`config.mk`:
```
export PLATFORM = sky130hd
export DESIGN_NAME = alss_alu
export DESIGN_NICKNAME = d
export VERILOG_FILES = /design/src/rtl/core/alss_pkg.sv /design/src/rtl/core/alss_alu.sv
export SDC_FILE = /design/constraint.sdc
export NUM_CORES = 1
export LEC_CHECK = 0
export ABC_AREA = 1
export BUFFER_PORTS_ARGS = -buffer_cell sky130_fd_sc_hd__buf_2
export CORE_ASPECT_RATIO = 0.5
export CORE_UTILIZATION = 50
export DETAILED_ROUTE_END_ITERATION = 10
export GPL_ROUTABILITY_DRIVEN = 0
export MAX_ROUTING_LAYER = met4
export PLACE_DENSITY = 0.77
export SYNTH_ARGS = -nofsm -noshare
export SYNTH_HDL_FRONTEND = slang
export SYNTH_SLANG_ARGS = --single-unit
```
`constraint.sdc`:
```
create_clock -name vclk -period 1.5
set_input_delay 0.15 -clock vclk [all_inputs]
set_output_delay 0.15 -clock vclk [all_outputs]
set_load 0.005 [all_outputs]
```
`src/rtl/core/alss_pkg.sv`:
```
// Shared types and constants for the antialiased line stepper.
`default_nettype none

package alss_pkg;

	// Input kinds carried on the slave-side tuser bit.
	localparam logic OP_START   = 1'b0;
	localparam logic OP_ADVANCE = 1'b1;

	// Sequencer states.
	typedef enum logic [2:0] {
		ST_IDLE,
		ST_DIV,
		ST_FIN,
		ST_STEP,
		ST_ADD,
		ST_EMIT
	} alss_state_t;

	// Operations of the shared add/subtract unit.
	typedef enum logic {
		ALU_ADD,
		ALU_SUB
	} alss_alu_op_t;

	// Status the datapath reports to the sequencer.
	typedef struct packed {
		logic in_beat;
		logic in_start;
		logic short_line;
		logic line_active;
		logic axis_aligned;
		logic step_ge;
		logic out_free;
	} alss_status_t;

	// Strobes the sequencer drives into the datapath.
	typedef struct packed {
		logic in_ready;
		logic load;
		logic div_en;
		logic div_first;
		logic fin_en;
		logic step_en;
		logic add_en;
		logic emit_en;
	} alss_ctrl_t;

endpackage

`default_nettype wire

```
`src/rtl/core/alss_alu.sv`:
```
// Shared add/subtract and compare unit used by the divider, the threshold and the error stepper.
`default_nettype none

module alss_alu #(
	parameter int WIDTH = 17
) (
	input  alss_pkg::alss_alu_op_t op,
	input  logic [WIDTH-1:0]       a,
	input  logic [WIDTH-1:0]       b,
	output logic [WIDTH-1:0]       res,
	output logic                   ge
);
	import alss_pkg::*;

	logic [WIDTH:0] sum;

	// Subtraction is a plus the inverted b plus one; the carry out then means a >= b.
	always_comb begin
		if (op == ALU_SUB) begin
			sum = {1'b0, a} + {1'b0, ~b} + {{WIDTH{1'b0}}, 1'b1};
		end else begin
			sum = {1'b0, a} + {1'b0, b};
		end
	end

	assign res = sum[WIDTH-1:0];
	assign ge  = (op == ALU_SUB) ? sum[WIDTH] : 1'b0;

endmodule

`default_nettype wire

```
; ---- After elaboration in Yosys (flattened, before gate mapping)
; Index checks and enable logic that the tools add are counted.
[op_classes]
add_sub_neg = 3
n_bitwise = 1
n_mux = 2
[op_table]
columns = cell, n
row1 = 17-bit by 17-bit adder with 18-bit output, 2
row2 = "18-bit by 1-bit adder with 18-bit output, second input constant", 1
row3 = 18-bit 2-to-1 mux, 1
row4 = 17-bit inverter, 1
row5 = 1-bit 2-to-1 mux, 1
[word_totals]
regBits = 0
out_inout_bits = 18

; ---- Depth between registers and ports, before layout
; Gate-level depths: netlist (run 1).
[depth]
ltp_word = 5
ltp_mapped = 15

; ---- Worst setup path after synthesis (run 1)
; No wires, ideal clock.
[synth_timing]
path_type = input port to output port
startpoint = input a[0]
endpoint = output res[16]
path_slack_ps = -56
t_arrival_ps = 1406
cell_stages = 14
path_buffers = 0
cell_sequence = inv_1 ha_1 fa_1 inv_1 nand3_1 nand2_1 nand2_1 nand2_2 nand2_1 nand2_1 nand2_1 nand2_1 nand2_1 nand2_1
[synth_via]
elab_chain_len = 3
word_cells_on_any_way = 4
[synth_rtl]
columns = item, line_no
row1 = from (decl), alss_alu.sv:8  ; input logic [WIDTH-1:0] a,
row2 = 17-bit by 17-bit adder with 18-bit output, alss_alu.sv:20  ; sum = {1'b0, a} + {1'b0, ~b} + {{WIDTH{1'b0}}, 1'b1};
row3 = 18-bit by 1-bit adder with 18-bit output, alss_alu.sv:20
row4 = 18-bit 2-to-1 mux *, alss_alu.sv:19  ; if (op == ALU_SUB) begin
row5 = to (decl), alss_alu.sv:10  ; output logic [WIDTH-1:0] res,
; Every way passes the cells marked *; elsewhere a longest branch is shown, timed or not.

; ---- Worst setup path in the final report (run 1)
[layout_timing]
startpoint = input a[4]
endpoint = output res[11]
; The elaborated chain is that of the path after synthesis.

==> results.ini, run 1 <==
[final_layout]
nClkBuffers = 0
drive_gt1_share_pct = 54.4
antenna_cells = 0
final_cell_count_no_fill = 630
regArea_sq_um = 0
area_growth_pct = 72.6
final_cell_mix = nand2_1 (122), buf_4 (60), inv_1 (53)
nets = 636
n_sequential_cell = 0
final_common_cell = nand2_1

[outcome]
status = finished with violations
violations = design-rule violations, negative setup slack

[global_routing]
track_usage_pct = 32.5
grt_max_degree = 16
overflow = 0
antenna_found_initial = 0
grt_pass1_wl_um = 13000
grt_pass1_vias = 2849

[sta]
finalCritPeriodShare_pct = 147
timing.hold.ws_ps = 706
slew_headroom_pct = 64.3
post-route-worst-setup-slack_ps = -705
worst_pin_slew_ps = 533
drv_slew = 0
clock.fmax_ghz = 0.453
finalSetupViolCount = 16
hold_violations = 0
rsz0062_at_grt = true
fin_crit_ps = 2210

[setup_path]
path_max_fanout = 8
cp-startpoint = a[4]
required_ps = 1350
cp_common_cell = nand2_1
critPathCaptureType = primary output
path_cells = buf_6 -> ha_4 -> nor2_2 -> nand2_1 -> nor2_1 -> nand2_1 -> nand3_2 -> nand2_1 -> nand2_1 -> nand2_1 -> nand2_1 -> buf_2
crit_path_start_kind = primary input
critPathKind = primary input to primary output
critPathMaxStageDelay_ps = 440
cp.arrival_ps = 2060
cpMaxStageDelayCell = nor2_1

[synthesis]
synth_top_area_cell = nand2_1
synthXorXnorAreaFrac_pct = 3.29
synth-adder-area-share_pct = 18.9
syn_nets = 527
synth_area_sq_um = 2400
syn_area_per_cell_sq_um = 5.25
synth-compound-area-share_pct = 7.98
synthCells = 457
netlist.area_leader.share_pct = 27.9
synth_simple_gate_area_share_pct = 50.4
synthDistinctLibCells = 28
netlist_top_cells_area = nand2_1 (28%), ha_1 (17%), inv_1 (12%)
synth_mux_area_share_pct = 0
yosys_warnings = 0
synth-seq-area-share_pct = 0
synth_top_family_by_area = simple AND/OR/NAND/NOR gates

[floorplan]
core_sq_um = 4510
pin_count = 53
dieArea_sq_um = 5090
dieWidth_um = 100
initial_core_util_pct = 53.2
rows = 17
die_h_um = 51.0

[worst_hold_path]
hold_depth = 4
hp-start = b[0]
hp-class = primary input to primary output
whs_endpoint = res[0]

[cts]
cts.hold.buffers_added = 0

[place]
dp_hpwl_um = 5670
dp.cells = 616
preCtsSetupSlack_ps = -375
io_buffers = 53

[power]
peakVddDrop_mv = 0.289
cellPowerDensity_nw_per_um2 = 483
total_power_mw = 2.00
leakage_nw = 2.18

[route]
routed_wl_um = 14000
viasPerCell = 6.55
vias = 4127
drt_pre_antenna_iters = 11
first_iter_violations = 960
ant_nets = 0
routedWlPerCell_um = 22.2
drc = 235

[job]
cap_violations = 0

==> metrics by stage <==
step	utilization, %	setup TNS, ps	area [sq um]
2_1_floorplan	-	0	2400
3_3_place_gp	67.3	-3790	3040
3_5_place_dp	67.3	-4210	3040
4_1_cts	77.8	-2050	3510
5_1_grt	91.8	-6360	4140
6_report	91.8	-4860	4140
==> worst max-delay path: cells and delay by family <==
kind,cells,cell delay (ps)
buffers and inverters,2,210
adder cells (fa/ha/maj),1,300
AND/OR/NAND/NOR,9,1390
==> cells by family after synthesis <==
| logic type | count (synthesis) |
|---|---|
| xor gates and xnor gates | 9 |
| buffers and inverters | 106 |
| AOI/OAI and AO/OA | 31 |
| adders and majority gates | 35 |
| and+or+nand+nor | 276 |
==> where the power goes <==
group          internal, mW  switching, mW  leakage, nW
sequential                0              0            0
clock                     0              0            0
combinational         0.818           1.18         2.18
==> worst max path at each step <==
| stage | slack, ps | cells past startpoint | end |
|---|---|---|---|
| 2_1_floorplan | 9 | 12 | res[16] |
| 3_3_place_gp | -340 | 14 | res[16] |
| 3_5_place_dp | -380 | 14 | res[16] |
| 4_1_cts | -240 | 14 | res[16] |
| 5_1_grt | -750 | 12 | res[11] |
| 6_report | -710 | 12 | res[11] |
==> routing by layer <==
metal	GRT usage [%]	share of wire, %	vias up
met5	-	0	-
met4	8.09	11	0
met3	2.60	16	235
met2	54.6	39	507
met1	42.7	33	1780
li1	-	-	1605
==> timing repair <==
item                                   4_1_cts  5_1_grt
endpoints found under the hold margin        0        0
setup endpoints to repair                   16       16
gates resized for setup                    109      149
pin swaps                                   35       55
buffers inserted                             5        9
==> cell usage after synthesis, types with 2 or more instances <==
library cell	number
a21oi_1	12
a21oi_2	5
and2_1	6
buf_2	2
buf_4	7
buf_6	4
fa_1	2
ha_1	33
inv_1	77
inv_2	14
nand2_1	178
nand2_2	6
nand3_1	33
nand4_1	10
nor2_1	23
nor2_2	9
nor2_4	3
nor3_1	3
nor3_2	3
o21ai_0	4
o21ai_1	3
o21bai_1	6
xor2_1	9
==> area by class of cell <==
| type | instances | area, sq um |
|---|---|---|
| multi-input combinational | 351 | 2720 |
| timing repair buffer | 121 | 950 |
| tap | 66 | 82.6 |
| fill | 165 | 370 |
| inverter | 92 | 384 |
(Power assumes the default switching activity.)
==> run 2: changes to the inputs <==
BUFFER_PORTS_ARGS = unset   (was -buffer_cell sky130_fd_sc_hd__buf_2)
CAP_MARGIN = 20   (was unset)
DONT_BUFFER_PORTS = 1   (was unset)
PLACE_DENSITY = 0.68   (was 0.77)
==> results.ini, run 2 (synthesis results as in run 1) <==
[floorplan]
dieWidth_um = 100
core_sq_um = 4510
pin_count = 53
initial_core_util_pct = 53.2
dieArea_sq_um = 5090
die_h_um = 51.0
rows = 17

[route]
ant_nets = 0
routedWlPerCell_um = 12.3
routed_wl_um = 6720
drc = 0
drt_pre_antenna_iters = 5
viasPerCell = 5.00
first_iter_violations = 163
vias = 2727

[sta]
finalSetupViolCount = 1
clock.fmax_ghz = 0.659
rsz0062_at_grt = true
timing.hold.ws_ps = 405
finalCritPeriodShare_pct = 101
fin_crit_ps = 1520
worst_pin_slew_ps = 248
fin_tns_setup_ps = -16.6
post-route-worst-setup-slack_ps = -16.6
slew_headroom_pct = 83.3
hold_violations = 0
drv_slew = 0

[final_layout]
nets = 551
fin_util_pct = 66.8
area_growth_pct = 25.5
final_common_cell = nand2_1
fillers = 428
regArea_sq_um = 0
n_sequential_cell = 0
antenna_cells = 0
final_cell_mix = nand2_1 (156), inv_1 (72), buf_4 (35)
nClkBuffers = 0
drive_gt1_share_pct = 29.6

[outcome]
status = finished with violations
violations = negative setup slack

[global_routing]
track_usage_pct = 26.3
grt_max_degree = 26
antenna_found_initial = 0
overflow = 0
grt_pass1_wl_um = 10600
grt_pass1_vias = 2365

[place]
preCtsSetupSlack_ps = -159
io_buffers = 0
dp_hpwl_um = 5370

[setup_path]
path_max_fanout = 8
cp.arrival_ps = 1370
critPathKind = primary input to primary output
critPathCaptureType = primary output
required_ps = 1350
crit_path_start_kind = primary input

[power]
leakage_nw = 1.67
total_power_mw = 1.20
cellPowerDensity_nw_per_um2 = 400
peakVddDrop_mv = 0.222

[worst_hold_path]
hold_depth = 2
hp-class = primary input to primary output

[cts]
cts.hold.buffers_added = 0

[job]
cap_violations = 0

-- run 2: changes by cell type in the layout (fill, tap and decap cells not counted), moves of 7 or more --
cell,previous run,this run
buf_2,35,0
nand2_1,122,156
buf_4,60,35
nand2_2,46,26
inv_1,53,72
buf_6,19,1
inv_4,15,0
nand2_4,16,2
nand3_1,18,28
nor2_2,9,17
a21oi_4,7,0
nor2_4,11,4
-- run 2: final cells by class --
class	instances	area, sq um	area share (%)
multi-input cells	351	2300	76.4
well taps	66	82.6	2.74
repair buffers	36	274	9.10
inverters	92	353	11.7
-- run 2: timing repair --
action / CTS / global route
resized for setup: 43 / 44
buffers inserted: 0 / 1
pin swaps: 10 / 27
endpoints found under the setup margin: 14 / 13
-- run 2: worst max-delay path: stages --
cell,delay [ps]
inv_1,40
ha_4,350
nand2_2,100
nor2_2,190
and2_1,170
nand2_2,60
nand2_1,60
nand2_1,50
nand2_1,70
nand2_1,50
nand2_1,70
-- run 2: worst paths after layout --
check,startpoint,end,slack (ps)
worst max-delay path,b[11],res[16],-20
worst min-delay path,op,res[14],400
-- run 2: stage by stage --
stage	instances	area [sq um]
2_1_floorplan	457	2400
3_3_place_gp	544	2630
3_5_place_dp	544	2630
4_1_cts	544	2850
5_1_grt	545	3010
6_report	545	3010
-- run 2: where the power goes --
| part | switching [mW] | leakage (nW) | total [mW] | internal (mW) |
|---|---|---|---|---|
| clock | 0 | 0 | 0 | 0 |
| combinational | 0.697 | 1.67 | 1.20 | 0.508 |
| sequential | 0 | 0 | 0 | 0 |
-- run 2: per-layer routing --
| layer | wire (um) | track usage (%) | share of wire, % | up-vias |
|---|---|---|---|---|
| met2 | 2740 | 41.5 | 41 | 98 |
| met5 | 0 | - | 0 | - |
| met3 | 546 | 1.92 | 8.1 | 4 |
| li1 | - | - | - | 1431 |
| met1 | 3380 | 38.0 | 50 | 1194 |
| met4 | 50 | 2.45 | 0.74 | 0 |
