===== src/rtl/core/alss_pkg.sv =====
// Shared types and constants for the antialiased line stepper.
`default_nettype none

package alss_pkg;

	// Input kinds carried on the slave-side tuser bit.
	localparam logic OP_START   = 1'b0;
	localparam logic OP_ADVANCE = 1'b1;

	// Sequencer states.
	typedef enum logic [2:0] {
		ST_IDLE,
		ST_DIV,
		ST_FIN,
		ST_STEP,
		ST_ADD,
		ST_EMIT
	} alss_state_t;

	// Operations of the shared add/subtract unit.
	typedef enum logic {
		ALU_ADD,
		ALU_SUB
	} alss_alu_op_t;

	// Status the datapath reports to the sequencer.
	typedef struct packed {
		logic in_beat;
		logic in_start;
		logic short_line;
		logic line_active;
		logic axis_aligned;
		logic step_ge;
		logic out_free;
	} alss_status_t;

	// Strobes the sequencer drives into the datapath.
	typedef struct packed {
		logic in_ready;
		logic load;
		logic div_en;
		logic div_first;
		logic fin_en;
		logic step_en;
		logic add_en;
		logic emit_en;
	} alss_ctrl_t;

endpackage

`default_nettype wire


===== src/rtl/core/alss_seq.sv =====
// Sequencer that walks the shared unit through division, threshold and stepping.
`default_nettype none

module alss_seq #(
	parameter int FRAC_BITS = 16
) (
	input  logic                  clk,
	input  logic                  arst_n,
	input  alss_pkg::alss_status_t status,
	output alss_pkg::alss_ctrl_t   ctrl
);
	import alss_pkg::*;

	localparam int CNT_W = $clog2(FRAC_BITS + 1);

	alss_state_t      state_q;
	alss_state_t      state_d;
	logic [CNT_W-1:0] cnt_q;
	logic             div_last;

	// The divider runs one quotient bit per pass, FRAC_BITS+1 passes in all.
	assign div_last = (cnt_q == CNT_W'(FRAC_BITS));

	always_ff @(posedge clk or negedge arst_n) begin
		if (!arst_n) begin
			state_q <= ST_IDLE;
			cnt_q   <= '0;
		end else begin
			state_q <= state_d;
			if (state_q == ST_DIV) begin
				cnt_q <= cnt_q + CNT_W'(1);
			end else begin
				cnt_q <= '0;
			end
		end
	end

	always_comb begin
		state_d = state_q;
		unique case (state_q)
			ST_IDLE: begin
				if (status.in_beat) begin
					if (status.in_start) begin
						state_d = status.short_line ? ST_EMIT : ST_DIV;
					end else begin
						state_d = ST_STEP;
					end
				end
			end
			ST_DIV: begin
				if (div_last) begin
					state_d = ST_FIN;
				end
			end
			ST_FIN: begin
				state_d = ST_EMIT;
			end
			ST_STEP: begin
				if (status.line_active && !status.axis_aligned && !status.step_ge) begin
					state_d = ST_ADD;
				end else begin
					state_d = ST_EMIT;
				end
			end
			ST_ADD: begin
				state_d = ST_EMIT;
			end
			ST_EMIT: begin
				if (status.out_free) begin
					state_d = ST_IDLE;
				end
			end
			default: begin
				state_d = ST_IDLE;
			end
		endcase
	end

	always_comb begin
		ctrl = '0;
		unique case (state_q)
			ST_IDLE: begin
				ctrl.in_ready = 1'b1;
				ctrl.load     = status.in_beat && status.in_start;
			end
			ST_DIV: begin
				ctrl.div_en    = 1'b1;
				ctrl.div_first = (cnt_q == '0);
			end
			ST_FIN: begin
				ctrl.fin_en = 1'b1;
			end
			ST_STEP: begin
				ctrl.step_en = 1'b1;
			end
			ST_ADD: begin
				ctrl.add_en = 1'b1;
			end
			ST_EMIT: begin
				ctrl.emit_en = status.out_free;
			end
			default: begin
				ctrl = '0;
			end
		endcase
	end

endmodule

`default_nettype wire


===== config.mk =====
export PLATFORM = sky130hd
export DESIGN_NAME = alss_seq
export DESIGN_NICKNAME = d
export VERILOG_FILES = /design/src/rtl/core/alss_pkg.sv /design/src/rtl/core/alss_seq.sv
export SDC_FILE = /design/constraint.sdc
export NUM_CORES = 1
export LEC_CHECK = 0
export CAP_MARGIN = 20
export CORE_AREA = 8 8 45 47
export CTS_BUF_LIST = sky130_fd_sc_hd__clkbuf_4
export CTS_CLUSTER_DIAMETER = 60
export DETAILED_ROUTE_END_ITERATION = 6
export DIE_AREA = 0 0 53 55
export DONT_BUFFER_PORTS = 1
export PLACE_DENSITY_LB_ADDON = 0.1
export SKIP_CTS_REPAIR_TIMING = 1
export SYNTH_ARGS = -nofsm -noshare
export SYNTH_HDL_FRONTEND = slang
export SYNTH_SLANG_ARGS = --single-unit

===== constraint.sdc =====
create_clock -name clk -period 1.5 [get_ports clk]
set_input_delay 0.3 -clock clk [delete_from_list [all_inputs] [get_ports clk]]
set_output_delay 0.3 -clock clk [all_outputs]
set_load 0.005 [all_outputs]

; ---- Word-level counts from Yosys, hierarchy flattened
; Cells that the tools add are included.
[totals]
output_inout_bits = 8
inputBits = 9
wordCells = 35
register_bits = 8
[classes]
add_sub_neg = 1
n_reduce_logical = 9
eq_ne = 9
muxes = 14
[ops]
columns = operator, count
row1 = two-way mux 3 bit, 5
row2 = one-hot mux 3 bit (5 select lines), 1
row3 = "equality test 3 x 2 -> 1 bit, second input constant", 2
row4 = "equality test 3 bit, second input constant", 2
row5 = "inequality test 2 bit, second input constant", 3
row6 = "adder 5 x 1 -> 5 bit, second input constant", 1
row7 = "equality test 5 bit, second input constant", 1
row8 = logical NOT 5 bit, 1
row9 = two-way mux 1 bit, 5
row10 = two-way mux 5 bit, 1
row11 = two-way mux 2 bit, 2
row12 = "equality test 3 x 1 -> 1 bit, second input constant", 1
row13 = logical AND 1 bit, 3
row14 = logical NOT 3 bit, 1
row15 = AND reduction 3 bit, 1
row16 = logical NOT 1 bit, 2
row17 = OR reduction 2 bit, 1

; ---- Depth between registers and ports, before layout
[depth]
word_depth = 5
mapped_depth = 6
mapped_depth_nobuf = 5

; ---- Least setup slack after synthesis
; OpenSTA, ideal clock, no wires.
[synth_timing]
path_kind = register to output
start = register cnt_q[0]
end = output port ctrl[4] in the netlist's numbering
arrival_time_ps = 1106
path_stages_with_launch = 5
t_required_ps = 1200
path_buffers = 0
slack_ps = 94
path_cell_list = dfrtp_1 inv_1 ha_1 or3b_4 nor3_1
[synth_rtl]
columns = item, line_no
row1 = from (decl), alss_seq.sv:18  ; logic [CNT_W-1:0] cnt_q;
row2 = from (signal assigned), alss_seq.sv:31  ; cnt_q <= cnt_q + CNT_W'(1);
row3 = to (decl), alss_seq.sv:10  ; output alss_pkg::alss_ctrl_t ctrl

==> metrics.txt <==
# TYPE chip_impl_metric gauge
chip_impl_metric{name="clock_sinks",unit=""} 8
chip_impl_metric{name="io_buffers",unit=""} 0
chip_impl_info{name="violations_in_the_final_reports",value="negative setup slack"} 1
chip_impl_metric{name="timing.critical_path.buf_inv",unit=""} 1
chip_impl_metric{name="min_period_over_period",unit="%"} 111.1
chip_impl_info{name="rsz0062_at_grt",value="yes"} 1
chip_impl_metric{name="power.leakage",unit="nW"} 0.3071
chip_impl_metric{name="groute.usage.overall",unit="%"} 9.226
chip_impl_metric{name="slowest_delay",unit="ns"} 0.40
chip_impl_metric{name="core_area",unit="mm2"} 0.001384
chip_impl_metric{name="worst-endpoint-arrival",unit="ns"} 1.37
chip_impl_metric{name="worst_pin_slew",unit="ns"} 0.4021
chip_impl_metric{name="die_height",unit="um"} 55
chip_impl_info{name="slowest_stage",value="or3b_4"} 1
chip_impl_info{name="status",value="finished with violations"} 1
chip_impl_metric{name="clock_path_buffers",unit=""} 2
chip_impl_metric{name="layout-drive-gt1-share",unit="%"} 39.06
chip_impl_metric{name="floorplan.initialDensity",unit="%"} 35.53
chip_impl_metric{name="tritoncts.num_buffers",unit=""} 3
chip_impl_metric{name="floorplan.io_pins",unit=""} 17
chip_impl_metric{name="syn-instance-count",unit=""} 53
chip_impl_metric{name="max_freq",unit="MHz"} 599.9
chip_impl_metric{name="grt_overflow_total",unit=""} 0
chip_impl_metric{name="regToRegSetupSlack",unit="ns"} 0.08
chip_impl_info{name="final_common_cell",value="buf_4"} 1
chip_impl_metric{name="sequential_cell_area",unit="um2"} 202.7
chip_impl_metric{name="first_global_vias",unit=""} 391
chip_impl_metric{name="clk_pin_slew_worst_paths",unit="ns"} 0.06
chip_impl_info{name="worstSetupPathType",value="flip-flop to output port"} 1
chip_impl_metric{name="synth.yosys.seq_area_share",unit="%"} 40.71
chip_impl_metric{name="total_area_of_multi_input_combinational_cells",unit="um2"} 291.5
chip_impl_metric{name="post-layout-total-power",unit="mW"} 1.192
chip_impl_metric{name="die_area",unit="mm2"} 0.002915
chip_impl_metric{name="hold_viol",unit=""} 0
chip_impl_info{name="clk_root_buffer_cell",value="clkbuf_4"} 1
chip_impl_metric{name="synth_area",unit="um2"} 491.7
chip_impl_metric{name="synth_seq_cells",unit=""} 8
chip_impl_info{name="critical_path.endpoint_type",value="output port"} 1
chip_impl_info{name="min_path_type",value="input pin to flip-flop"} 1
chip_impl_metric{name="drt_iter0_drc",unit=""} 16
chip_impl_metric{name="min_period",unit="ns"} 1.667
chip_impl_metric{name="ctsHtreeMaxLevel",unit=""} 1
chip_impl_metric{name="dp_slack",unit="ns"} 0.03047
chip_impl_metric{name="grt_pass1_wl",unit="um"} 1883
chip_impl_metric{name="clock_latency_reported_for_the_late_side_of_the_worst_skew_pair",unit="ns"} 0.26
chip_impl_metric{name="worst_ir_drop_vdd",unit="mV"} 0.8711
chip_impl_metric{name="synth.yosys.warnings",unit=""} 0
chip_impl_metric{name="final_cell_area",unit="um2"} 648.1
chip_impl_metric{name="route.detailed.vias_per_inst",unit=""} 5.188
chip_impl_metric{name="design.final.nets",unit=""} 77
chip_impl_metric{name="relSlewSlack",unit="%"} 73.10
chip_impl_metric{name="finalWeightedCongestion",unit=""} 0.8072
chip_impl_metric{name="drtPass1Iterations",unit=""} 4
chip_impl_info{name="r2r_start",value="cnt_q[1]"} 1
chip_impl_metric{name="clock-skew-final",unit="ns"} 0.008215
chip_impl_info{name="path_delay_family",value="simple AND/OR/NAND/NOR gates"} 1
chip_impl_metric{name="antenna_found_initial",unit=""} 0
chip_impl_metric{name="reported_max_cap_violation_count",unit=""} 0
chip_impl_metric{name="synthesized_nets",unit=""} 64
chip_impl_metric{name="routed_via_count",unit=""} 415
chip_impl_metric{name="synth.lib_cells_used.distinct",unit=""} 24
chip_impl_info{name="cp-start-kind",value="flip-flop"} 1
chip_impl_info{name="final_cell_mix",value="buf_4 (9), dfrtp_1 (6), inv_1 (4), nor2_1 (4)"} 1
chip_impl_metric{name="syn_area_per_cell",unit="um2"} 9.278
chip_impl_metric{name="place.detailed.hpwl",unit="um"} 878.6
chip_impl_metric{name="finalSetupViolCount",unit=""} 1
chip_impl_metric{name="grt_max_degree",unit=""} 10
chip_impl_metric{name="detail-route-antenna-nets",unit=""} 0
chip_impl_metric{name="routed_wire_length_per_instance",unit="um"} 15.63
chip_impl_metric{name="area_after_dpl",unit="um2"} 528.0
chip_impl_metric{name="die_width",unit="um"} 53
chip_impl_metric{name="post-route-drc-count",unit=""} 0
chip_impl_metric{name="cp_data_required_time",unit="ns"} 1.20
chip_impl_metric{name="rows",unit=""} 14
chip_impl_metric{name="placedCellCount",unit=""} 71
chip_impl_metric{name="n_diodes",unit=""} 0
chip_impl_metric{name="fill_cells",unit=""} 133
chip_impl_metric{name="slew_limit_fails",unit=""} 0
chip_impl_metric{name="power_density",unit="mW/mm2"} 1839
chip_impl_info{name="critical_path.startpoint",value="cnt_q[1]"} 1
chip_impl_metric{name="critical_path.max_fanout",unit=""} 3
chip_impl_metric{name="non_filler_instance_count_after_layout",unit=""} 80
chip_impl_info{name="holdCritStartpoint",value="status[5]"} 1
chip_impl_info{name="tritoncts",value="done"} 1
chip_impl_metric{name="finalWorstSetupSlack",unit="ns"} -0.1671
chip_impl_metric{name="detail_route.wirelength",unit="um"} 1250
chip_impl_metric{name="area_growth",unit="%"} 31.81
chip_impl_info{name="cp_cell_sequence",value="inv_1 > ha_1 > or3b_4 > nor3_4"} 1
-- metal layers --
metal  GRT usage (%)  wire length [um]
met4           5.172                10
met1           10.79               537
met3           5.080                75
met5               0                 0
met2           13.09               626
-- cell usage after synthesis, drive strengths merged --
master	number	share of area, %
o311ai	1	1.8
nand2	3	2.3
and2	1	1.3
xor2	2	3.6
a31oi	1	1.3
buf	3	4.3
dfrtp	8	41
nor3	4	4.1
o21ai	1	1.0
mux2i	3	6.1
xnor2	1	1.8
a22oi	1	1.5
nand3	2	2.0
and3	4	5.1
o22ai	1	1.3
inv	6	4.6
or3b	1	2.3
nor2	5	4.3
nor4b	1	3.1
nor2b	1	1.3
ha	2	5.1
nor4	1	1.3
-- state kept, by name (all words and copies together) (netlist names) --
| name | cells |
|---|---|
| state_q | 3 |
| cnt_q | 5 |
-- power breakdown --
group	switching [mW]	internal [mW]	total, mW
combinational	0.314	0.311	0.625
clock	0.0848	0.0923	0.177
sequential	0.0870	0.302	0.389
total	0.486	0.706	1.19
-- cell families (layout without fill, tap and decap cells) --
family | Yosys count | in the layout | share of synthesized area (%)
AND/OR/NAND/NOR | 23 | 23 | 26.97
XOR/XNOR | 3 | 3 | 5.344
adder cells (fa/ha/maj) | 2 | 2 | 5.088
buffers and inverters | 9 | 20 | 8.905
flip-flops | 8 | 8 | 40.71
multiplexers | 3 | 3 | 6.107
AO/OA/AOI/OAI | 5 | 5 | 6.872
-- per-stage QoR --
step / setup TNS [ns] / hold slack, ns / util [%]
2_1_floorplan: 0 / 0.004409 / -
3_3_place_gp: 0 / 0.004701 / 38.16
3_5_place_dp: 0 / 0.004700 / 38.16
4_1_cts: -0.4793 / -0.2795 / 39.78
5_1_grt: -0.3143 / 0.2472 / 46.84
6_report: -0.1671 / 0.2438 / 46.84
-- final cells by class --
type                            instances  share of cell area, %
Clock buffer                            3                  3.475
Sequential cell                         8                  31.27
Tap cell                               16                  3.089
Timing Repair Buffer                   11                  13.71
Inverter                                6                  3.475
Multi-Input combinational cell         36                  44.98
-- worst paths after layout --
path | depth (start not counted) | endpoint
setup / recovery | 4 | ctrl[4]
hold / removal | 2 | state_q[1]
setup reg to reg | 5 | state_q[0]
hold reg to reg | 2 | cnt_q[0]
max in group asynchronous | 1 | state_q[0]
min in group asynchronous | 1 | state_q[2]
(Power assumes the default switching activity.)
